<file path="src/rtl/core/cpre_pkg.sv">
// ----------------------------------------------------------------------------
// cpre_pkg
// Shared widths, constants and control types for the column peak/RMS envelope.
// ----------------------------------------------------------------------------
package cpre_pkg;

	localparam int SAMPLE_W = 16;
	localparam int MAX_W    = 15;
	localparam int RMS_W    = 16;
	localparam int LOUD_W   = 16;
	localparam int REF_W    = 17;
	localparam int SQ_W     = 31;
	localparam int SUM_W    = 46;
	localparam int ROOT_W   = 32;
	localparam int FRAC_W   = 15;
	localparam int ITER_W   = 6;

	localparam logic [REF_W-1:0]  REF_RESET = REF_W'(16384);
	localparam logic [SUM_W-1:0]  SUM_LIMIT = {SUM_W{1'b1}};
	localparam logic [LOUD_W-1:0] ONE_Q15   = LOUD_W'(32768);
	localparam logic [ROOT_W-1:0] ROOT_TOP  = ROOT_W'(32'h4000_0000);

	localparam logic [ITER_W-1:0] DIV_LAST  = ITER_W'(SUM_W - 1);
	localparam logic [ITER_W-1:0] ROOT_LAST = ITER_W'(ROOT_W / 2 - 1);

	typedef struct packed {
		logic load_in;
		logic square;
		logic accumulate;
		logic zero_result;
		logic div_load_mean;
		logic div_load_loud;
		logic div_step;
		logic root_load;
		logic root_step;
		logic rms_save;
		logic loud_save;
		logic out_load;
	} cmd_t;

	typedef struct packed {
		logic column_end;
		logic count_zero;
		logic out_busy;
	} sts_t;

endpackage

</file>
<file path="src/rtl/core/cpre_in_if.sv">
// ----------------------------------------------------------------------------
// cpre_in_if
// Sample request channel: one optional sample and a column-close flag.
// ----------------------------------------------------------------------------
interface cpre_in_if;
	logic                                valid;
	logic                                ready;
	logic signed [cpre_pkg::SAMPLE_W-1:0] sample;
	logic                                has_sample;
	logic                                column_end;

	modport source(output valid, output sample, output has_sample, output column_end,
		input ready);
	modport sink(input valid, input sample, input has_sample, input column_end,
		output ready);
endinterface

</file>
<file path="src/rtl/core/cpre_out_if.sv">
// ----------------------------------------------------------------------------
// cpre_out_if
// Column result channel: peak, trough, RMS, loudness and overflow.
// ----------------------------------------------------------------------------
interface cpre_out_if;
	logic                                valid;
	logic                                ready;
	logic        [cpre_pkg::MAX_W-1:0]    column_max;
	logic signed [cpre_pkg::SAMPLE_W-1:0] column_min;
	logic        [cpre_pkg::RMS_W-1:0]    rms_level;
	logic        [cpre_pkg::LOUD_W-1:0]   loudness;
	logic                                overflow;

	modport source(output valid, output column_max, output column_min, output rms_level,
		output loudness, output overflow, input ready);
	modport sink(input valid, input column_max, input column_min, input rms_level,
		input loudness, input overflow, output ready);
endinterface

</file>
<file path="src/rtl/core/column_peak_rms_envelope.sv">
// ----------------------------------------------------------------------------
// column_peak_rms_envelope
// Min/max/RMS envelope of one display column of Q1.15 audio.
// ----------------------------------------------------------------------------
// Requests arrive on audio (valid/ready): an optional sample and a flag that
// closes the column after it. Each request passes through capture, square and
// accumulate, and audio.ready stays low until the block is through with them.
// A request that closes the column then runs the mean divide on the
// shift-subtract divider, the square root (16 steps) and the loudness divide
// on the same divider, then hands off the result; the next request can be
// taken at the earliest in the same cycle as column.valid rises. An empty
// column skips the arithmetic.
// Results leave through a result register on column (valid/ready); the block
// takes new requests while a result waits. If the receiver stalls and a second
// close finishes, the sequencer holds that result until the register frees.
// User writes loudness_ref via loudness_ref_we/wdata while idle; not enforced.
// Reset clears the accumulators and sets loudness_ref to 0.5; no clearing pass.
// ----------------------------------------------------------------------------
module column_peak_rms_envelope #(
	parameter int MAX_COLUMN_SAMPLES = 65536
) (
	input  logic                          clk,
	input  logic                          arst_n,
	cpre_in_if.sink                       audio,
	cpre_out_if.source                    column,
	input  logic                          loudness_ref_we,
	input  logic [cpre_pkg::REF_W-1:0]    loudness_ref_wdata
);

	cpre_pkg::cmd_t cmd;
	cpre_pkg::sts_t sts;

	cpre_ctrl u_ctrl (
		.clk      (clk),
		.arst_n   (arst_n),
		.in_valid (audio.valid),
		.in_ready (audio.ready),
		.sts      (sts),
		.cmd      (cmd)
	);

	cpre_dp #(
		.MAX_COLUMN_SAMPLES (MAX_COLUMN_SAMPLES)
	) u_dp (
		.clk                (clk),
		.arst_n             (arst_n),
		.cmd                (cmd),
		.sts                (sts),
		.sample             (audio.sample),
		.has_sample         (audio.has_sample),
		.column_end         (audio.column_end),
		.loudness_ref_we    (loudness_ref_we),
		.loudness_ref_wdata (loudness_ref_wdata),
		.out_valid          (column.valid),
		.out_ready          (column.ready),
		.column_max         (column.column_max),
		.column_min         (column.column_min),
		.rms_level          (column.rms_level),
		.loudness           (column.loudness),
		.overflow           (column.overflow)
	);

	logic [cpre_pkg::SAMPLE_W:0] min_mag;
	assign min_mag = (cpre_pkg::SAMPLE_W + 1)'(-$signed({column.column_min[cpre_pkg::SAMPLE_W-1],
		column.column_min}));

	a_busy_after_accept: assert property (@(posedge clk) disable iff (!arst_n)
		audio.valid && audio.ready |=> !audio.ready)
		else $error("request accepted while previous one still in work");

	a_loud_clamped: assert property (@(posedge clk) disable iff (!arst_n)
		column.valid |-> column.loudness <= cpre_pkg::ONE_Q15)
		else $error("loudness above one");

	a_silent_loud: assert property (@(posedge clk) disable iff (!arst_n)
		column.valid && column.rms_level == '0 |-> column.loudness == '0)
		else $error("nonzero loudness for zero rms");

	a_rms_bounded: assert property (@(posedge clk) disable iff (!arst_n)
		column.valid |-> (cpre_pkg::SAMPLE_W + 1)'(column.rms_level) <=
			(cpre_pkg::SAMPLE_W + 1)'(column.column_max) ||
			(cpre_pkg::SAMPLE_W + 1)'(column.rms_level) <= min_mag)
		else $error("rms above column peak magnitude");

endmodule

</file>
<file path="src/rtl/core/cpre_ctrl.sv">
// ----------------------------------------------------------------------------
// cpre_ctrl
// Sequencer: sample update, then on column close the mean divide, square root,
// loudness divide (all skipped for an empty column) and result hand-off.
// ----------------------------------------------------------------------------
module cpre_ctrl (
	input  logic           clk,
	input  logic           arst_n,
	input  logic           in_valid,
	output logic           in_ready,
	input  cpre_pkg::sts_t sts,
	output cpre_pkg::cmd_t cmd
);

	localparam logic [3:0] S_IDLE   = 4'd0;
	localparam logic [3:0] S_SQUARE = 4'd1;
	localparam logic [3:0] S_ACCUM  = 4'd2;
	localparam logic [3:0] S_START  = 4'd3;
	localparam logic [3:0] S_DIVM   = 4'd4;
	localparam logic [3:0] S_RTLD   = 4'd5;
	localparam logic [3:0] S_ROOT   = 4'd6;
	localparam logic [3:0] S_RMS    = 4'd7;
	localparam logic [3:0] S_DVLD   = 4'd8;
	localparam logic [3:0] S_DIVL   = 4'd9;
	localparam logic [3:0] S_LOUD   = 4'd10;
	localparam logic [3:0] S_DONE   = 4'd11;

	logic [3:0]                  state_q;
	logic [3:0]                  state_d;
	logic [cpre_pkg::ITER_W-1:0] iter_q;
	logic                        looping;

	assign in_ready = (state_q == S_IDLE);
	assign looping  = (state_q == S_DIVM) || (state_q == S_ROOT) || (state_q == S_DIVL);

	always_comb begin
		cmd     = '0;
		state_d = state_q;
		unique case (state_q)
			S_IDLE: begin
				if (in_valid) begin
					cmd.load_in = 1'b1;
					state_d     = S_SQUARE;
				end
			end
			S_SQUARE: begin
				cmd.square = 1'b1;
				state_d    = S_ACCUM;
			end
			S_ACCUM: begin
				cmd.accumulate = 1'b1;
				state_d        = sts.column_end ? S_START : S_IDLE;
			end
			S_START: begin
				if (sts.count_zero) begin
					cmd.zero_result = 1'b1;
					state_d         = S_DONE;
				end else begin
					cmd.div_load_mean = 1'b1;
					state_d           = S_DIVM;
				end
			end
			S_DIVM: begin
				cmd.div_step = 1'b1;
				if (iter_q == cpre_pkg::DIV_LAST) state_d = S_RTLD;
			end
			S_RTLD: begin
				cmd.root_load = 1'b1;
				state_d       = S_ROOT;
			end
			S_ROOT: begin
				cmd.root_step = 1'b1;
				if (iter_q == cpre_pkg::ROOT_LAST) state_d = S_RMS;
			end
			S_RMS: begin
				cmd.rms_save = 1'b1;
				state_d      = S_DVLD;
			end
			S_DVLD: begin
				cmd.div_load_loud = 1'b1;
				state_d           = S_DIVL;
			end
			S_DIVL: begin
				cmd.div_step = 1'b1;
				if (iter_q == cpre_pkg::DIV_LAST) state_d = S_LOUD;
			end
			S_LOUD: begin
				cmd.loud_save = 1'b1;
				state_d       = S_DONE;
			end
			S_DONE: begin
				// hold the finished column until the result register frees up
				if (!sts.out_busy) begin
					cmd.out_load = 1'b1;
					state_d      = S_IDLE;
				end
			end
			default: begin
				state_d = S_IDLE;
			end
		endcase
	end

	always_ff @(posedge clk or negedge arst_n) begin
		if (!arst_n) begin
			state_q <= S_IDLE;
			iter_q  <= '0;
		end else begin
			state_q <= state_d;
			if (looping && state_d == state_q) iter_q <= iter_q + 1'b1;
			else iter_q <= '0;
		end
	end

endmodule

</file>
<file path="src/rtl/core/cpre_dp.sv">
// ----------------------------------------------------------------------------
// cpre_dp
// Datapath: accumulators, shared shift-subtract divider, digit-by-digit root
// and the result register.
// ----------------------------------------------------------------------------
module cpre_dp #(
	parameter int MAX_COLUMN_SAMPLES = 65536
) (
	input  logic                                 clk,
	input  logic                                 arst_n,
	input  cpre_pkg::cmd_t                       cmd,
	output cpre_pkg::sts_t                       sts,
	input  logic signed [cpre_pkg::SAMPLE_W-1:0] sample,
	input  logic                                 has_sample,
	input  logic                                 column_end,
	input  logic                                 loudness_ref_we,
	input  logic        [cpre_pkg::REF_W-1:0]    loudness_ref_wdata,
	output logic                                 out_valid,
	input  logic                                 out_ready,
	output logic        [cpre_pkg::MAX_W-1:0]    column_max,
	output logic signed [cpre_pkg::SAMPLE_W-1:0] column_min,
	output logic        [cpre_pkg::RMS_W-1:0]    rms_level,
	output logic        [cpre_pkg::LOUD_W-1:0]   loudness,
	output logic                                 overflow
);

	localparam int CntW = $clog2(MAX_COLUMN_SAMPLES + 1);
	localparam int DivW = (CntW > cpre_pkg::REF_W) ? CntW : cpre_pkg::REF_W;
	localparam logic [CntW-1:0] CountMax = CntW'(MAX_COLUMN_SAMPLES);

	// request capture
	logic signed [cpre_pkg::SAMPLE_W-1:0] sample_q;
	logic                                 has_q;
	logic                                 end_q;
	logic signed [2*cpre_pkg::SAMPLE_W-1:0] prod;
	logic [cpre_pkg::SQ_W-1:0]            sq_q;

	// column accumulators
	logic signed [cpre_pkg::SAMPLE_W-1:0] max_q;
	logic signed [cpre_pkg::SAMPLE_W-1:0] min_q;
	logic [cpre_pkg::SUM_W-1:0]           sum_q;
	logic [cpre_pkg::SUM_W:0]             sum_ext;
	logic [CntW-1:0]                      cnt_q;
	logic                                 sat_q;
	logic [cpre_pkg::REF_W-1:0]           ref_q;

	// divider and root
	logic [cpre_pkg::SUM_W-1:0]  dvd_q;
	logic [DivW-1:0]             rem_q;
	logic [DivW-1:0]             dvs_q;
	logic [DivW:0]               rem_sh;
	logic                        rem_ge;
	logic [cpre_pkg::ROOT_W-1:0] x_q;
	logic [cpre_pkg::ROOT_W-1:0] res_q;
	logic [cpre_pkg::ROOT_W-1:0] bit_q;
	logic [cpre_pkg::ROOT_W-1:0] trial;
	logic [cpre_pkg::RMS_W-1:0]  rms_q;
	logic [cpre_pkg::LOUD_W-1:0] loud_q;

	assign prod    = sample_q * sample_q;
	assign sum_ext = {1'b0, sum_q} + (cpre_pkg::SUM_W + 1)'(sq_q);
	assign rem_sh  = {rem_q, dvd_q[cpre_pkg::SUM_W-1]};
	assign rem_ge  = (rem_sh >= {1'b0, dvs_q});
	assign trial   = res_q + bit_q;

	assign sts.column_end = end_q;
	assign sts.count_zero = (cnt_q == '0);
	assign sts.out_busy   = out_valid && !out_ready;

	always_ff @(posedge clk) begin
		if (cmd.load_in) begin
			sample_q <= sample;
			has_q    <= has_sample;
			end_q    <= column_end;
		end
		if (cmd.square) sq_q <= prod[cpre_pkg::SQ_W-1:0];

		if (cmd.div_load_mean) begin
			dvd_q <= sum_q;
			rem_q <= '0;
			dvs_q <= DivW'(cnt_q);
		end else if (cmd.div_load_loud) begin
			dvd_q <= cpre_pkg::SUM_W'({rms_q, {cpre_pkg::FRAC_W{1'b0}}});
			rem_q <= '0;
			dvs_q <= DivW'(ref_q);
		end else if (cmd.div_step) begin
			dvd_q <= {dvd_q[cpre_pkg::SUM_W-2:0], rem_ge};
			rem_q <= rem_ge ? DivW'(rem_sh - {1'b0, dvs_q}) : DivW'(rem_sh);
		end

		if (cmd.root_load) begin
			// quotient of the mean never exceeds one full-scale square
			x_q   <= dvd_q[cpre_pkg::ROOT_W-1:0];
			res_q <= '0;
			bit_q <= cpre_pkg::ROOT_TOP;
		end else if (cmd.root_step) begin
			if (x_q >= trial) begin
				x_q   <= x_q - trial;
				res_q <= (res_q >> 1) + bit_q;
			end else begin
				res_q <= res_q >> 1;
			end
			bit_q <= bit_q >> 2;
		end

		if (cmd.zero_result) begin
			rms_q  <= '0;
			loud_q <= '0;
		end else begin
			if (cmd.rms_save) rms_q <= res_q[cpre_pkg::RMS_W-1:0];
			if (cmd.loud_save) begin
				// a zero reference yields an all-ones quotient, which clamps to one
				if (rms_q == '0) loud_q <= '0;
				else if (dvd_q > cpre_pkg::SUM_W'(cpre_pkg::ONE_Q15)) loud_q <= cpre_pkg::ONE_Q15;
				else loud_q <= dvd_q[cpre_pkg::LOUD_W-1:0];
			end
		end

		if (cmd.out_load) begin
			column_max <= max_q[cpre_pkg::MAX_W-1:0];
			column_min <= min_q;
			rms_level  <= rms_q;
			loudness   <= loud_q;
			overflow   <= sat_q;
		end
	end

	always_ff @(posedge clk or negedge arst_n) begin
		if (!arst_n) begin
			max_q     <= '0;
			min_q     <= '0;
			sum_q     <= '0;
			cnt_q     <= '0;
			sat_q     <= 1'b0;
			ref_q     <= cpre_pkg::REF_RESET;
			out_valid <= 1'b0;
		end else begin
			if (loudness_ref_we) ref_q <= loudness_ref_wdata;

			if (cmd.out_load) begin
				max_q <= '0;
				min_q <= '0;
				sum_q <= '0;
				cnt_q <= '0;
				sat_q <= 1'b0;
			end else if (cmd.accumulate && has_q) begin
				if (sample_q > max_q) max_q <= sample_q;
				if (sample_q < min_q) min_q <= sample_q;
				if (cnt_q >= CountMax) begin
					// column full: drop from sum and count
					sat_q <= 1'b1;
				end else begin
					cnt_q <= cnt_q + 1'b1;
					if (sum_ext[cpre_pkg::SUM_W]) begin
						sum_q <= cpre_pkg::SUM_LIMIT;
						sat_q <= 1'b1;
					end else begin
						sum_q <= sum_ext[cpre_pkg::SUM_W-1:0];
					end
				end
			end

			if (cmd.out_load) out_valid <= 1'b1;
			else if (out_ready) out_valid <= 1'b0;
		end
	end

endmodule
</file>
<file path="src/flat_wrapper.sv">
// flat-port wrapper written by rule: the top's interface ports become plain ports
module column_peak_rms_envelope_flat 
#(
	parameter int MAX_COLUMN_SAMPLES = 65536
)
  (clk, arst_n, loudness_ref_we, loudness_ref_wdata, audio_valid, audio_sample, audio_has_sample, audio_column_end, audio_ready, column_valid, column_column_max, column_column_min, column_rms_level, column_loudness, column_overflow, column_ready);
  cpre_in_if audio_i ();
  cpre_out_if column_i ();
  input  logic clk;
  input  logic arst_n;
  input  logic loudness_ref_we;
  input  logic [cpre_pkg::REF_W-1:0] loudness_ref_wdata;
  input wire logic [$bits(audio_i.valid)-1:0] audio_valid;
  input wire logic [$bits(audio_i.sample)-1:0] audio_sample;
  input wire logic [$bits(audio_i.has_sample)-1:0] audio_has_sample;
  input wire logic [$bits(audio_i.column_end)-1:0] audio_column_end;
  output wire logic [$bits(audio_i.ready)-1:0] audio_ready;
  output wire logic [$bits(column_i.valid)-1:0] column_valid;
  output wire logic [$bits(column_i.column_max)-1:0] column_column_max;
  output wire logic [$bits(column_i.column_min)-1:0] column_column_min;
  output wire logic [$bits(column_i.rms_level)-1:0] column_rms_level;
  output wire logic [$bits(column_i.loudness)-1:0] column_loudness;
  output wire logic [$bits(column_i.overflow)-1:0] column_overflow;
  input wire logic [$bits(column_i.ready)-1:0] column_ready;
  assign audio_i.valid = audio_valid;
  assign audio_i.sample = audio_sample;
  assign audio_i.has_sample = audio_has_sample;
  assign audio_i.column_end = audio_column_end;
  assign audio_ready = audio_i.ready;
  assign column_valid = column_i.valid;
  assign column_column_max = column_i.column_max;
  assign column_column_min = column_i.column_min;
  assign column_rms_level = column_i.rms_level;
  assign column_loudness = column_i.loudness;
  assign column_overflow = column_i.overflow;
  assign column_i.ready = column_ready;
  column_peak_rms_envelope #(.MAX_COLUMN_SAMPLES(MAX_COLUMN_SAMPLES)) u_core (.clk(clk), .arst_n(arst_n), .audio(audio_i), .column(column_i), .loudness_ref_we(loudness_ref_we), .loudness_ref_wdata(loudness_ref_wdata));
endmodule
</file>
<file path="config.mk">
export PLATFORM = sky130hd
export DESIGN_NAME = column_peak_rms_envelope_flat
export DESIGN_NICKNAME = d
export VERILOG_FILES = /design/src/rtl/core/cpre_pkg.sv /design/src/rtl/core/cpre_in_if.sv /design/src/rtl/core/cpre_out_if.sv /design/src/rtl/core/column_peak_rms_envelope.sv /design/src/rtl/core/cpre_ctrl.sv /design/src/rtl/core/cpre_dp.sv /design/src/flat_wrapper.sv
export SDC_FILE = /design/constraint.sdc
export NUM_CORES = 2
export LEC_CHECK = 0
export BUFFER_PORTS_ARGS = -buffer_cell sky130_fd_sc_hd__buf_2
export CAP_MARGIN = 25
export CORE_MARGIN = 5
export CORE_UTILIZATION = 30
export CTS_CLUSTER_DIAMETER = 50
export DETAILED_ROUTE_END_ITERATION = 12
export GPL_TIMING_DRIVEN = 0
export PLACE_DENSITY = 0.49
export SLEW_MARGIN = 20
export SYNTH_ARGS = -nofsm -noshare
export SYNTH_HDL_FRONTEND = slang
export SYNTH_SLANG_ARGS = --single-unit
</file>
<file path="constraint.sdc">
create_clock -name clk -period 8.1 [get_ports clk]
set_input_delay 1.62 -clock clk [delete_from_list [all_inputs] [get_ports clk]]
set_output_delay 1.62 -clock clk [all_outputs]
set_load 0.03 [all_outputs]
</file>
==> results.md <==
- Data required time of the worst path: 8.48 ns
- CTS sink cnt: 428
- Final #Nets: 4,038
- First drt pass iteration count: 5
- Post-DP HPWL: 69,660 um
- CP endpoint kind: flip-flop
- Fin crit period: 7.648 ns
- DR DRC count: 0
- Post-DP Area: around 34,000 sq um
- Routed vias: 24,000
- CORE AREA: roughly 110,000 sq um
- Slew Viols, Final: 0
- All-Layer GR Usage: 0.1588
- Number of synthesized flops with an enable pin: 207
- Postcts setup bufs: 0
- CTS max path bufs: 3
- Synthesized cell area: between 30,000 and 40,000 sq um
- First-pass GRT wire length: between 100,000 and 150,000 um
- Tcrit/Tclk final: 0.9442
- Sequential share of the synthesized area: 0.3525
- Area of the multi-input gates: 18,610 sq um
- FILL cells: 10,851
- Crit Path Class: reg2reg
- Main synth FF type: edfxtp_1
- Mapped Nets: roughly 3,900
- IO Port Bufs: 104
- Vias in the first global route: 24,692
- Die Wd: 336.4 um
- Total gr overflow: 0
- Worst Hold Class: reg2reg
- Die area: 113,100 sq um
- Reg area: approximately 11,000 sq um
- Starting Density: 0.3027
- Row count: 119
- Die Y: 336.4 um
- Area growth from synthesis to layout: 15.65%
- CTS Buf Count: 73
- Finished Core Util: 0.3501
- Final Setup Violations: 0
- Initial antenna violation count: 1
- Clk pin slew, worst setup/hold paths: approximately 0.060 ns
- Cell variety after synth: between 90 and 100
- Async S/R FF share, synth: 0.2897
- Ys Warns: 0
- Later-pin clock latency in the skew report: 0.64 ns
- Drt total wl: 88,750 um
- CTS tree: done
- DR WL/cell: 17.81 um
- Io pins: about 110
- Worst Tran Pin Value: 1.017 ns
- Detailed Route Iter0 Violations: between 1,000 and 1,500
- Crit Path Max Fanout: 10
- Largest net degree at the start of global routing: 93
- Post-route ant nets: 0
- # Max-Cap Violations: 0
- Synthesized instance count: 3,346
- Drt via density: just under 5
- CTS root buf: clkbuf_16
- Fmax: around 0.13 GHz
- Final hold viol count: 0
- Final setup skew: 0.04393 ns
- Avg Inst Size Synth: ~9.5 sq um
- Crit path arrival time: 8.03 ns
- Layout cells sized above 1: 0.09159
- Headroom to the max-slew limit: 0.3192
- Post-synthesis register bit count: 428
- Placer congestion estimate: 0.8601
- Critical path launch point type: flip-flop
- H-Tree Depth: 3
- RSZ-0062 raised after global routing: false
- Hold_buf cts: 0
- Status: complete, no violations
- Post-route cell area: approximately 37,000 sq um
cells in the final DEF (no fill, tap or decap), types with 10 or more instances in the layout:
| master | synthesis | routed |
|---|---|---|
| mux2_2 | 18 | 18 |
| or2_2 | 10 | 10 |
| dfrtp_1 | 123 | 123 |
| ha_1 | 235 | 235 |
| xnor2_1 | 108 | 108 |
| a211oi_1 | 14 | 14 |
| fa_1 | 232 | 231 |
| nor2b_1 | 28 | 28 |
| xor2_1 | 74 | 74 |
| a311oi_1 | 10 | 10 |
| nor3_1 | 28 | 27 |
| a22o_1 | 17 | 17 |
| nand2b_1 | 19 | 19 |
| and3_1 | 19 | 19 |
| nand3_1 | 99 | 99 |
| clkbuf_1 | 106 | 110 |
| a21o_1 | 44 | 44 |
| a21oi_1 | 192 | 192 |
| and2_1 | 35 | 34 |
| edfxtp_1 | 207 | 207 |
| buf_2 | 9 | 112 |
| o21bai_1 | 18 | 18 |
| o21a_1 | 15 | 15 |
| nor4_1 | 22 | 21 |
| clkbuf_16 | 0 | 77 |
| nand4_1 | 28 | 28 |
| mux2i_1 | 67 | 67 |
| dfxtp_1 | 97 | 97 |
| a22oi_1 | 15 | 15 |
| o31ai_1 | 10 | 10 |
| o21ai_0 | 184 | 184 |
| a31oi_1 | 33 | 33 |
| nand2_1 | 416 | 415 |
| nor2_1 | 252 | 252 |
| inv_1 | 425 | 423 |
Yosys cell counts, types with 5 or more instances:
cell type / number / area (sq um)
a211o_1: 5 / 43.79
a211oi_1: 14 / 105.1
a31oi_1: 33 / 206.5
mux2i_1: 67 / 670.6
nor3_1: 28 / 140.1
nand2_1: 416 / 1562
a21o_1: 44 / 330.3
a31o_2: 8 / 70.07
nand3_1: 99 / 495.5
or3_1: 9 / 56.30
nor2_1: 252 / 945.9
o21bai_1: 18 / 135.1
a21oi_1: 192 / 960.9
a22o_1: 17 / 148.9
nand4_1: 28 / 175.2
ha_1: 235 / 2940
xor2_1: 74 / 648.1
o31ai_1: 10 / 75.07
o221ai_1: 5 / 43.79
edfxtp_1: 207 / 6216
nor4_1: 22 / 137.6
fa_1: 232 / 4644
and3_1: 19 / 118.9
dfxtp_1: 97 / 1942
inv_1: 425 / 1595
xnor2_1: 108 / 945.9
o21a_1: 15 / 112.6
or2_2: 10 / 62.56
a21oi_2: 5 / 43.79
clkbuf_1: 106 / 397.9
dfrtp_1: 123 / 3078
o21ai_0: 184 / 920.9
buf_2: 9 / 45.04
and2_1: 35 / 219.0
mux2_2: 18 / 202.7
nor2b_1: 28 / 175.2
a311oi_1: 10 / 87.58
nand2b_1: 19 / 118.9
a22oi_1: 15 / 112.6
o211ai_1: 7 / 52.55
timing repair:
item | in CTS | in global routing
gates resized for setup | 6 | 8
setup endpoints to repair | 3 | 2
gates cloned | 0 | 0
endpoints found under the hold margin | 0 | 0
layer usage:
| layer | global-route usage | wire length, um |
|---|---|---|
| met2 | 0.2748 | 43140 |
| met3 | 0.02000 | 2904 |
| met4 | 0.03801 | 1880 |
| met5 | 0 | 0 |
| met1 | 0.2125 | 40820 |
area by class of cell:
| class | instances | share of cell area |
|---|---|---|
| flip-flops and latches | 428 | 0.3048 |
| well taps | 1391 | 0.04710 |
| diodes | 1 | 0.00006772 |
| clock buffers | 96 | 0.05624 |
| multi-input cells | 2368 | 0.5036 |
| repair buffers | 111 | 0.01754 |
| clock inverters | 40 | 0.01348 |
| inverters | 428 | 0.04347 |
| plain buffers | 121 | 0.01378 |
cells by family after synthesis:
group,after synthesis,share of synthesized area
muxes,87,0.02827
adders and majority gates,467,0.2374
and+or+nand+nor,987,0.1382
DFF,428,0.3525
buffers and inverters,550,0.06590
xor gates and xnor gates,182,0.04989
AOI/OAI and AO/OA,645,0.1279
final timing paths:
kind                                                end                startpoint  slack, ns  depth (start not counted)
worst min-delay path            u_core.u_dp.loudness[0]     u_core.u_dp.loud_q[0]       0.44                          0
min in group asynchronous          u_core.u_dp.min_q[4]                    arst_n       0.86                          1
max in group asynchronous         u_core.u_dp.sum_q[41]                    arst_n       6.44                          2
worst max register to register     u_core.u_dp.sq_q[30]  u_core.u_dp.sample_q[15]       0.45                         25
worst max-delay path               u_core.u_dp.sq_q[30]  u_core.u_dp.sample_q[15]       0.45                         25
worst min register to register  u_core.u_dp.loudness[0]     u_core.u_dp.loud_q[0]       0.44                          0
flip-flops by register name, indices dropped and copies added, names as in the netlist, 15 cells and up:
signal and cells:
u_core.u_dp.sq_q 30, u_core.u_dp.sample_q 16, u_core.u_dp.rms_q 16, u_core.u_dp.dvd_q 46, u_core.u_dp.bit_q 16, u_core.u_dp.cnt_q 17
u_core.u_dp.column_max 15, u_core.u_dp.res_q 32, u_core.u_dp.min_q 16, u_core.u_dp.loudness 16, u_core.u_dp.loud_q 16, u_core.u_dp.ref_q 17
u_core.u_dp.max_q 16, u_core.u_dp.sum_q 46, u_core.u_dp.dvs_q 17, u_core.u_dp.rms_level 16, u_core.u_dp.x_q 32, u_core.u_dp.column_min 16
u_core.u_dp.rem_q 17
stage by stage:
stage	worst slack (ns)	setup TNS (ns)	hold WS [ns]	std cells
floorplan	1.442	0	0.4081	3346
global placement	-0.4625	-0.8007	0.4220	4841
detailed placement	-0.4676	-0.8194	0.4310	4848
CTS	0.02300	0	0.4445	4984
global route	0.00009859	0	0.4675	4983
finish	0.4523	0	0.4407	4984
critical path, stage by stage (launching register included):
cell       delay [ns]
edfxtp_1         0.50
clkbuf_2         0.27
inv_2            0.21
buf_4            0.25
nor2_1           0.08
fa_1             0.61
inv_1            0.21
fa_2             0.68
inv_1            0.19
fa_1             0.55
fa_1             0.44
fa_1             0.55
inv_1            0.05
fa_1             0.53
inv_1            0.04
ha_1             0.25
a2111oi_0        0.37
o21ai_0          0.18
o2111ai_1        0.13
nand2_1          0.15
a2111oi_2        0.29
nor2_1           0.19
nand4_1          0.13
nand4b_1         0.10
a21oi_1          0.18
xnor2_1          0.24
Power is left out: the tool's default activity adds up to more than one toggle a clock period on the data nets, which glitch-free logic cannot reach.
